`config.mk`:
```
export PLATFORM = sky130hd
export DESIGN_NAME = stgc_ctrl
export DESIGN_NICKNAME = d
export VERILOG_FILES = /design/src/hw/rtl/stgc_pkg.sv /design/src/hw/rtl/stgc_ctrl.sv
export SDC_FILE = /design/constraint.sdc
export NUM_CORES = 1
export LEC_CHECK = 0
export BUFFER_PORTS_ARGS = -buffer_cell sky130_fd_sc_hd__buf_2
export CORE_AREA = 2 2 79 81
export CTS_CLUSTER_SIZE = 16
export DETAILED_ROUTE_END_ITERATION = 10
export DIE_AREA = 0 0 81 83
export GPL_TIMING_DRIVEN = 0
export MAX_ROUTING_LAYER = met4
export PLACE_DENSITY = 0.52
export SYNTH_ARGS = -nofsm -noshare
export SYNTH_HDL_FRONTEND = slang
export SYNTH_SLANG_ARGS = --single-unit
export TNS_END_PERCENT = 30
```
`constraint.sdc`:
```
create_clock -name clk -period 2.5 [get_ports clk]
set_input_delay 0.25 -clock clk [delete_from_list [all_inputs] [get_ports clk]]
set_output_delay 0.25 -clock clk [all_outputs]
set_load 0.01 [all_outputs]
```
`src/hw/rtl/stgc_pkg.sv`:
```
// Shared types and constants for the segment table ground collision unit.
// Used by the controller, the datapath and the top level.
`default_nettype none
package stgc_pkg;

  localparam int MAX_SEGMENTS = 64;
  localparam int SEG_IDX_W    = $clog2(MAX_SEGMENTS);
  localparam int CNT_W        = 7;
  localparam int SEG_W        = 64;
  localparam int DIV_STEPS    = 34;
  localparam int STEP_W       = 6;

  localparam logic [1:0] OP_LOAD   = 2'd0;
  localparam logic [1:0] OP_GROUND = 2'd1;
  localparam logic [1:0] OP_WALL   = 2'd2;

  typedef enum logic [3:0] {
    ST_IDLE,
    ST_SETUP,
    ST_RD,
    ST_ORI,
    ST_DRAIN,
    ST_CHECK,
    ST_MUL,
    ST_DSET,
    ST_DIV,
    ST_FIN,
    ST_OUT
  } state_t;

  typedef struct packed {
    logic                 accept;
    logic [SEG_IDX_W-1:0] rd_addr;
    logic                 ori_go;
    logic [1:0]           ori_sel;
    logic                 hit_ground;
    logic                 hit_wall;
    logic                 mul_go;
    logic                 div_load;
    logic                 div_step;
    logic                 fin;
  } cmd_t;

  typedef struct packed {
    logic zero_motion;
    logic hit;
    logic vertical;
  } status_t;

endpackage
`default_nettype wire

```
`src/hw/rtl/stgc_ctrl.sv`:
```
// Controller: sequences loads, the segment walk and the divide.
// Depends on stgc_pkg.
`default_nettype none
module stgc_ctrl (
  input  wire logic                        clk,
  input  wire logic                        rst_n,
  input  wire logic                        start,
  input  wire logic [1:0]                  in_operation,
  input  wire logic                        cfg_valid,
  input  wire logic [stgc_pkg::CNT_W-1:0]  cfg_segment_count,
  input  wire stgc_pkg::status_t           status,
  output logic                             busy,
  output logic                             cfg_ready,
  output logic                             out_valid,
  output stgc_pkg::cmd_t                   cmd
);
  import stgc_pkg::*;

  localparam logic [CNT_W-1:0] SEG_MAX = CNT_W'(MAX_SEGMENTS);

  state_t               state_r, state_nxt;
  logic [STEP_W-1:0]    cnt_r, cnt_nxt;
  logic [SEG_IDX_W-1:0] seg_r, seg_nxt;
  logic [1:0]           op_r, op_nxt;
  logic [CNT_W-1:0]     count_r;
  logic [CNT_W-1:0]     seg_limit;
  logic                 last_seg;
  logic                 accept;

  assign busy      = (state_r != ST_IDLE);
  assign cfg_ready = ~busy;
  assign accept    = start & ~busy;
  assign seg_limit = (count_r > SEG_MAX) ? SEG_MAX : count_r;
  assign last_seg  = ((CNT_W'(seg_r) + CNT_W'(1)) == seg_limit);

  always_ff @(posedge clk) begin
    if (!rst_n) begin
      state_r <= ST_IDLE;
      cnt_r   <= '0;
      seg_r   <= '0;
      op_r    <= OP_LOAD;
      count_r <= '0;
    end else begin
      state_r <= state_nxt;
      cnt_r   <= cnt_nxt;
      seg_r   <= seg_nxt;
      op_r    <= op_nxt;
      if (cfg_valid && cfg_ready) begin
        count_r <= cfg_segment_count;
      end
    end
  end

  // next state
  always_comb begin
    state_nxt = state_r;
    case (state_r)
      ST_IDLE: begin
        if (accept) begin
          if (in_operation == OP_GROUND || in_operation == OP_WALL) begin
            state_nxt = ST_SETUP;
          end else begin
            state_nxt = ST_OUT;
          end
        end
      end
      ST_SETUP: begin
        if (status.zero_motion || seg_limit == '0) begin
          state_nxt = ST_OUT;
        end else begin
          state_nxt = ST_RD;
        end
      end
      ST_RD:    state_nxt = ST_ORI;
      ST_ORI: begin
        if (cnt_r == STEP_W'(3)) begin
          state_nxt = ST_DRAIN;
        end
      end
      ST_DRAIN: state_nxt = ST_CHECK;
      ST_CHECK: begin
        if (status.hit) begin
          if (op_r == OP_GROUND && !status.vertical) begin
            state_nxt = ST_MUL;
          end else begin
            state_nxt = ST_OUT;
          end
        end else if (last_seg) begin
          state_nxt = ST_OUT;
        end else begin
          state_nxt = ST_RD;
        end
      end
      ST_MUL:   state_nxt = ST_DSET;
      ST_DSET:  state_nxt = ST_DIV;
      ST_DIV: begin
        if (cnt_r == STEP_W'(DIV_STEPS - 1)) begin
          state_nxt = ST_FIN;
        end
      end
      ST_FIN:   state_nxt = ST_OUT;
      ST_OUT:   state_nxt = ST_IDLE;
      default:  state_nxt = ST_IDLE;
    endcase
  end

  // counters and latched operation
  always_comb begin
    cnt_nxt = cnt_r;
    seg_nxt = seg_r;
    op_nxt  = op_r;
    case (state_r)
      ST_IDLE: begin
        if (accept) begin
          op_nxt = in_operation;
        end
        seg_nxt = '0;
      end
      ST_RD:    cnt_nxt = '0;
      ST_ORI:   cnt_nxt = cnt_r + STEP_W'(1);
      ST_CHECK: begin
        if (!status.hit && !last_seg) begin
          seg_nxt = seg_r + SEG_IDX_W'(1);
        end
      end
      ST_DSET:  cnt_nxt = '0;
      ST_DIV:   cnt_nxt = cnt_r + STEP_W'(1);
      default:  cnt_nxt = cnt_r;
    endcase
  end

  // outputs
  always_comb begin
    cmd            = '0;
    cmd.rd_addr    = seg_r;
    cmd.ori_sel    = cnt_r[1:0];
    out_valid      = 1'b0;
    case (state_r)
      ST_IDLE:  cmd.accept = accept;
      ST_ORI:   cmd.ori_go = 1'b1;
      ST_CHECK: begin
        cmd.hit_ground = status.hit & (op_r == OP_GROUND);
        cmd.hit_wall   = status.hit & (op_r == OP_WALL);
      end
      ST_MUL:   cmd.mul_go   = 1'b1;
      ST_DSET:  cmd.div_load = 1'b1;
      ST_DIV:   cmd.div_step = 1'b1;
      ST_FIN:   cmd.fin      = 1'b1;
      ST_OUT:   out_valid    = 1'b1;
      default:  cmd.accept   = 1'b0;
    endcase
  end

  a_out_one_cycle: assert property (@(posedge clk) disable iff (!rst_n)
    (state_r == ST_OUT) |=> (state_r == ST_IDLE))
    else $error("result strobe longer than one cycle");

  a_seg_in_range: assert property (@(posedge clk) disable iff (!rst_n)
    (state_r == ST_RD) |-> (CNT_W'(seg_r) < seg_limit))
    else $error("segment walk beyond count");

  a_div_bound: assert property (@(posedge clk) disable iff (!rst_n)
    (state_r == ST_DIV) |-> (cnt_r < STEP_W'(DIV_STEPS)))
    else $error("divide step count overrun");

endmodule
`default_nettype wire

```
==> results of run 1 <==
-- routing by layer --
metal,up-vias,share of wire
met4,0,0.015
met3,6,0.035
met1,738,0.49
met5,-,0
met2,34,0.46
li1,862,-
-- layout make-up --
cell class,count,area (um2),area share
Inverter,6,22.5,0.0112
Sequential cell,25,500,0.250
Tap cell,75,93.8,0.0468
Timing Repair Buffer,33,165,0.0824
Clock buffer,4,45.0,0.0225
Multi-Input combinational cell,175,1090,0.546
Buffer,16,82.6,0.0412
-- registers in the layout (all words and copies together), names as in the netlist --
register  count
seg_r         6
cnt_r         6
count_r       7
op_r          2
state_r       4
-- worst max-delay path, stage by stage, from the launching register on --
cell,delay [ns]
sky130_fd_sc_hd__dfxtp_1,0.31
sky130_fd_sc_hd__buf_2,0.17
sky130_fd_sc_hd__or4_1,0.52
sky130_fd_sc_hd__clkbuf_1,0.22
sky130_fd_sc_hd__inv_2,0.21
sky130_fd_sc_hd__nand2_1,0.12
sky130_fd_sc_hd__inv_1,0.10
sky130_fd_sc_hd__buf_2,0.14
-- power by group through the flow --
| stage | registers [uW] | clock network, uW | logic (uW) |
|---|---|---|---|
| floorplan | 518 | 0 | 697 |
| global placement | 535 | 0 | 932 |
| detailed placement | 536 | 0 | 928 |
| CTS | 527 | 259 | 932 |
| global route | 539 | 275 | 1040 |
| finish | 528 | 248 | 928 |
-- worst max-delay path by stage --
| stage | from | endpoint | slack [ns] |
|---|---|---|---|
| global placement | seg_r[0]$_SDFFE_PN0P_ | seg_r[2]$_SDFFE_PN0P_ | 0.28 |
| detailed placement | seg_r[0]$_SDFFE_PN0P_ | seg_r[2]$_SDFFE_PN0P_ | 0.28 |
| finish | state_r[2]$_SDFFE_PN0P_ | cmd[15] | 0.19 |
| floorplan | seg_r[0]$_SDFFE_PN0P_ | seg_r[2]$_SDFFE_PN0P_ | 0.45 |
| global route | seg_r[0]$_SDFFE_PN0P_ | seg_r[2]$_SDFFE_PN0P_ | 0.02 |
| CTS | state_r[2]$_SDFFE_PN0P_ | cmd[15] | 0.18 |
-- logic make-up after synthesis --
logic type | count (synthesis) | share of synthesized area
DFF | 25 | 0.295
muxes | 4 | 0.0236
adders and majority gates | 3 | 0.0221
AOI/OAI and AO/OA | 52 | 0.208
buffers and inverters | 22 | 0.0618
xor gates and xnor gates | 9 | 0.0464
and+or+nand+nor | 107 | 0.343
-- cell usage in the layout (no fill, tap or decap), drive strengths merged, types with 3 or more instances in the layout --
cell / count
nand3: 12
and2: 5
o21ai: 13
a21boi: 11
nand4b: 4
nor2: 16
a21oi: 10
xnor2: 7
or3: 4
and3: 6
clkbuf: 12
inv: 6
ha: 3
nor3: 5
mux2i: 4
nand2: 35
nor2b: 4
nor3b: 3
buf: 41
a31oi: 4
dfxtp: 25
-- through the flow --
stage                     cell area (um2)  total power [uW]  setup slack [ns]   util  std cells
after floorplan                      1700              1220             0.448      -        222
after global placement               1960              1470             0.285  0.337        330
after detailed placement             1960              1460             0.276  0.337        330
after CTS                            2000              1720             0.183  0.344        334
after global routing                 2000              1860            0.0152  0.344        334
final                                2000              1700             0.189  0.344        334
==> impl_summary.md, run 1 <==
Yosys
By count the netlist is led by sky130_fd_sc_hd__nand2_1 (35), sky130_fd_sc_hd__dfxtp_1 (25), sky130_fd_sc_hd__nor2_1 (15). The biggest area contributor in the post-synthesis netlist is sky130_fd_sc_hd__dfxtp_1. In the post-synthesis netlist, the biggest area contributors are sky130_fd_sc_hd__dfxtp_1 (29%), sky130_fd_sc_hd__nand2_1 (7.7%), sky130_fd_sc_hd__a21boi_0 (4.4%). Synthesis produced a netlist with a net count of around 240.

The synthesized instance count is ~220. The number of register bits inferred by synthesis is 25. The synthesized area per cell is 7.65 um2. The commonest register cell after synthesis is sky130_fd_sc_hd__dfxtp_1.

Yosys instantiated no cell more often than sky130_fd_sc_hd__nand2_1. For this run, the register share of the synthesized area comes to 0.295. Yosys printed 0 warnings. Counting flops with a built-in enable in the synthesized netlist gives 0.

Of all flip-flops after synthesis, the portion carrying an async set or reset was 0. The netlist uses 52 different library cells. The portion of synthesized cell area occupied by the leading cell type is 0.295. The cell area that synthesis handed to floorplanning was 1700 um2.

Hold path
The startpoint of the most critical hold path is cfg_segment_count[4]. The path class of the tightest hold or removal check is input port to register. The endpoint of the worst hold path is count_r[4]$_SDFFE_PN0P_.

The cell count of the worst hold path is 3.

Timing
Setup repair after global routing left no endpoint under its margin. At the pin with the least slew margin, the transition time is 0.502 ns. The worst-case headroom to the max-slew limit is 0.660. The sum of negative setup slack is 0 ns. Based on the critical path, the design can be clocked at up to 433 MHz. The final-report hold violation count is 0. The clock period minus worst slack is approximately 2.3 ns. The final hold slack is approximately 0.23 ns.

Setup violations remaining at the end of the flow were counted as 0. The share of the cycle needed by the critical path after routing is 0.924. Across the routed clock network, the largest skew measured is 0.00232 ns.

The number of pins exceeding their max-slew limit in the final report came to 0.

Global route
The fraction of met3 tracks used by global routing is 0.0207. The first global-routing pass estimated approximately 7200 um of wire. In the global route stage, met2 resource usage came out at 0.208. The via count of the first global-routing pass is around 1500.

For this run the aggregate overflow at the end of global routing stands at 0. For met1 alone, demand over resource in global routing was 0.186. The number of antenna violations at the first check in global routing was 0.

The most heavily used metal layer in global routing is met2. Entering global routing, the biggest net connects 14 pins. Across every metal layer, demand over resource in global routing totals 0.138.

Clocking
The worst-skew pair later-pin latency is 0.27 ns. The maximum level of the CTS H-tree is 1. Buffers added to address setup during post-CTS repair amount to 0. The number of hold buffers added after cts is 0. TritonCTS built the clock tree. Clock-pin slew was measured on the worst setup and hold paths at 0.09 ns. The clock sink total is 25. In this run, post-CTS repair resized a total of 0 instances.

The root buffer cell is sky130_fd_sc_hd__clkbuf_8. The longest clock path from root to sink contains 2 buffers. Clock tree synthesis inserted a total of 3 buffers.

Power and ir drop
In this run the power density over the cells is 851 nW/um2. The analysis attributes to cell leakage a power of 0.000795 uW. The sequential group share of total power is 0.310. The switching power total is approximately 760 uW.

Of the total power, the share spent switching nets is 0.447. The share of total power dissipated in the clock network is 0.145. The internal power of the cells totals between 900 and 1000 uW. The worst-case IR drop observed on VDD is around 0.00027 V. The share of total power dissipated in combinational logic is 0.544.

Worst setup path
The category of the worst setup path capture point is an output port. Counting cells, the worst reg-to-reg path comes to 8. The critical path arrival is approximately 2.1 ns. The kind of critical path is register to output port. In this run the critical register-to-register path is captured at seg_r[2]$_SDFFE_PN0P_. The worst register-to-register path begins at seg_r[0]$_SDFFE_PN0P_. The setup slack on the worst flop-to-flop path is slightly below 0.3 ns. STA classifies the critical path startpoint as a register. Along the worst path, the maximum fanout reaches 10. For the worst setup path, the data required time is 2.25 ns.

Finish
Of the cells placed in the final design, the portion with a size suffix greater than 1 is 0.197. The number of nets in the finished design is between 200 and 300. Compared with the post-synthesis result, the final layout area differs by 17.9%. The filler cells instantiated in the layout total between 600 and 700. The antenna diode count is 0.

Status
The flow ran to the end, and the final reports show no timing, DRC or antenna violations.

Floorplanning
The placeable core region is about 5800 um2. During I/O placement, the number of pins put on the boundary was 35. The effective utilization at floorplan is 0.292. In this run the core area contains 28 standard-cell rows. The area of the die is ~6700 um2. The floorplan die height is about 83 um. In this run the horizontal extent of the chip is 81 um.

Drt
The detailed-route via count is roughly 1600. The number of detailed-routing iterations run before antenna repair is 5. The detail-routed net length per standard cell is around 13 um. The routed wire length is around 4300 um.

The first routing iteration left 121 violations. The detailed-route vias per instance is between 4 and 5. The final antenna-violating net count is 0.

For this run, design rule violations remaining after detail routing come to 0.

Placement
Summed over all nets, the half-perimeter wirelength after detailed placement is ~3200 um. The count of buffers added on input and output ports is 33. The final weighted congestion in routability-driven placement is about 0.80.

Job
Across the run, the number of max-cap violations was 0.
(Power assumes the default switching activity.)
==> run 2, diff against run 1 <==
MAX_ROUTING_LAYER = not set   (was met4)
==> run 2 against run 1 <==
Effect of this change:
- register-to-register slack barely moved
- power fell by 0.30%
- worst hold slack barely moved
- maximum frequency rose by 0.37%
- critical endpoint unchanged
- largest cell class unchanged
- largest power group unchanged
==> impl_summary.md, run 2 (synthesis results as in run 1) <==
Status
The flow ran to the end, and the final reports show no timing, DRC or antenna violations.

Finish
The number of flip-flops under the largest register name is 7. The synthesis-to-finish area growth is 17.9%. Leaving out fill and tap cells, the most frequent cell in the layout is sky130_fd_sc_hd__buf_2. Excluding fillers, the count of instances in the completed layout stands at 334.

The library cells used most frequently in the layout, excluding fill and tap cells, are sky130_fd_sc_hd__buf_2 (36), sky130_fd_sc_hd__nand2_1 (35), sky130_fd_sc_hd__dfxtp_1 (25), sky130_fd_sc_hd__nor2_1 (15), sky130_fd_sc_hd__nand3_1 (12). The flip-flop and latch area is 500 um2. After filler insertion, the fill cell instance count of the layout stands at 660. The area used by multi-input combinational logic is between 1000 and 1500 um2.

The ratio of cells with drive above 1 in the final layout is 0.197. 0 antenna diodes ended up in the layout. The final layout contains between 200 and 300 nets.

More flip-flops sit in one register than any other, and that register is count_r. In the final layout, the registers with the most flip-flops are count_r (7), cnt_r (6), seg_r (6).

Worst setup path
Of all nets on the critical path, the largest fanout is 10. The worst setup path is launched from a register. The worst setup path is captured at an output port.

The worst path required time is between 2 and 2.5 ns. The critical path arrival is roughly 2 ns. The critical path in this run is classified as register to output port.

Global route
The pin count of the biggest net entering global routing is 14. The via count of the first global-routing pass is 1552. The global-route wire length before repair is approximately 7200 um. The aggregate global-route resource usage is 0.134.

The number of antenna violations at the first check in global routing is 0. The global route total overflow is 0.

Drt
The highest layer touched by signal routing is met4. The detailed router put a total of a little over 2000 um of wire on met1. Summed over all nets, wire length on met3 after detailed routing comes to approximately 180 um.

In the detailed route, the total length drawn on met2 is between 1500 and 2000 um. The first detailed-routing pass ran for 4 iterations. The detailed-route via count is 1657. The routed wire length is 4240 um. After detailed routing, the average wire length per cell comes to between 10 and 15 um. The number of design rule violations left after detail routing is 0.

After detailed routing, the number of vias per cell comes to 4.96. The count of routing violations after the opening detailed-route iteration is ~120. The final antenna-violating net count is 0.

Power and ir drop
The completed layout was analyzed and its total power is ~1700 uW. The power density relative to cell area is between 800 and 900 nW/um2. The analysis attributes to cell leakage a power of slightly below 0.0008 uW. The worst-case IR drop observed on VDD is about 0.00027 V.

Floorplanning
35 I/O pins were placed. The x dimension of the die is a little over 80 um. The core region is ~5800 um2. The number of rows in the core area is 28. Measured along the y axis, the die boundary spans 83 um. The effective utilization at floorplan is 0.292.

The area of the die is roughly 6700 um2.

Timing
The clock arrives with between 0.004 and 0.005 ns of skew. Final hold analysis gives a worst-case slack of 0.230 ns. At the pin with the least slew margin, the transition time is slightly above 0.5 ns. The number of pins exceeding their max-slew limit in the final report is 0. Setup violations remaining at the end of the flow were counted as 0.

The achievable clock frequency is 434 MHz. In the finished design, the share of the clock period the worst path needs comes to 0.921. The worst pin sits at a relative slew slack of 0.657. For the finished layout, the period the worst path requires is approximately 2.3 ns. Setup repair after global routing left no endpoint under its margin. The final-report hold violation count is 0. The worst path meets setup with around 0.20 ns of slack. The sum of negative setup slack is 0 ns.

Clocking
The root buffer cell is sky130_fd_sc_hd__clkbuf_8. Buffers inserted to repair hold after CTS numbered 0. At the later pin of the worst-skew pair, clock insertion delay measures between 0.2 and 0.3 ns. The clock sink total is 25. CTS built an H-tree with a depth of 1.

The clock passes through at most 2 buffers. The CTS clock-pin slew for the worst setup and hold paths is 0.09 ns. Buffers added to address setup during post-CTS repair amount to 0. The clock tree from TritonCTS is built.

The CTS buffer count is 3. The post-cts sizing count is 0.

Placement
The placed wire-length estimate is ~3200 um. The number of buffer cells added on primary ports is 33. The worst slack at placement is between 0.2 and 0.3 ns. The number of cells after detailed placement is 330. At the end of routability-driven placement, the weighted congestion stood at approximately 0.79.

Hold path
The tightest min-delay check is of the input port to register type.

Job
Across the run, the number of max-cap violations was 0.
==> run 2: cell counts in the layout (fill, tap and decap cells not counted) <==
No cell type changed its count.
==> run 2: per-stage QoR <==
step | util | area (um2)
2_1_floorplan | - | 1700
3_3_place_gp | 0.337 | 1960
3_5_place_dp | 0.337 | 1960
4_1_cts | 0.344 | 2000
5_1_grt | 0.344 | 2000
6_report | 0.344 | 2000
==> run 2: final timing paths <==
path | from | end | slack [ns] | depth (start not counted)
min reg2reg | count_r[3]$_SDFFE_PN0P_ | count_r[3]$_SDFFE_PN0P_ | 0.49 | 2
max | state_r[2]$_SDFFE_PN0P_ | cmd[15] | 0.20 | 7
min | cfg_segment_count[4] | count_r[4]$_SDFFE_PN0P_ | 0.23 | 3
max reg2reg | seg_r[0]$_SDFFE_PN0P_ | seg_r[2]$_SDFFE_PN0P_ | 0.30 | 8
==> run 2: cell type report <==
| cell class | count | area share |
|---|---|---|
| plain buffers | 16 | 0.0412 |
| well taps | 75 | 0.0468 |
| clock buffers | 4 | 0.0225 |
| repair buffers | 33 | 0.0824 |
| multi-input cells | 175 | 0.546 |
| inverters | 6 | 0.0112 |
| flip-flops and latches | 25 | 0.250 |
==> run 2: worst max-delay path, cell delays in order, from the launching register on <==
cell	delay, ns
sky130_fd_sc_hd__dfxtp_1	0.31
sky130_fd_sc_hd__buf_2	0.17
sky130_fd_sc_hd__or4_1	0.52
sky130_fd_sc_hd__clkbuf_1	0.22
sky130_fd_sc_hd__inv_2	0.21
sky130_fd_sc_hd__nand2_1	0.11
sky130_fd_sc_hd__inv_1	0.10
sky130_fd_sc_hd__buf_2	0.14
==> run 2: power by group <==
group | internal, uW | total (uW) | switching [uW]
registers | 466 | 528 | 62.1
logic | 362 | 925 | 563
clock network | 114 | 245 | 131
total | 942 | 1700 | 757
==> run 2: routing by layer <==
| metal | vias up | global-route usage |
|---|---|---|
| met4 | 0 | 0.0462 |
| met1 | 751 | 0.184 |
| li1 | 866 | - |
| met3 | 4 | 0.0239 |
| met5 | - | 0 |
| met2 | 36 | 0.209 |
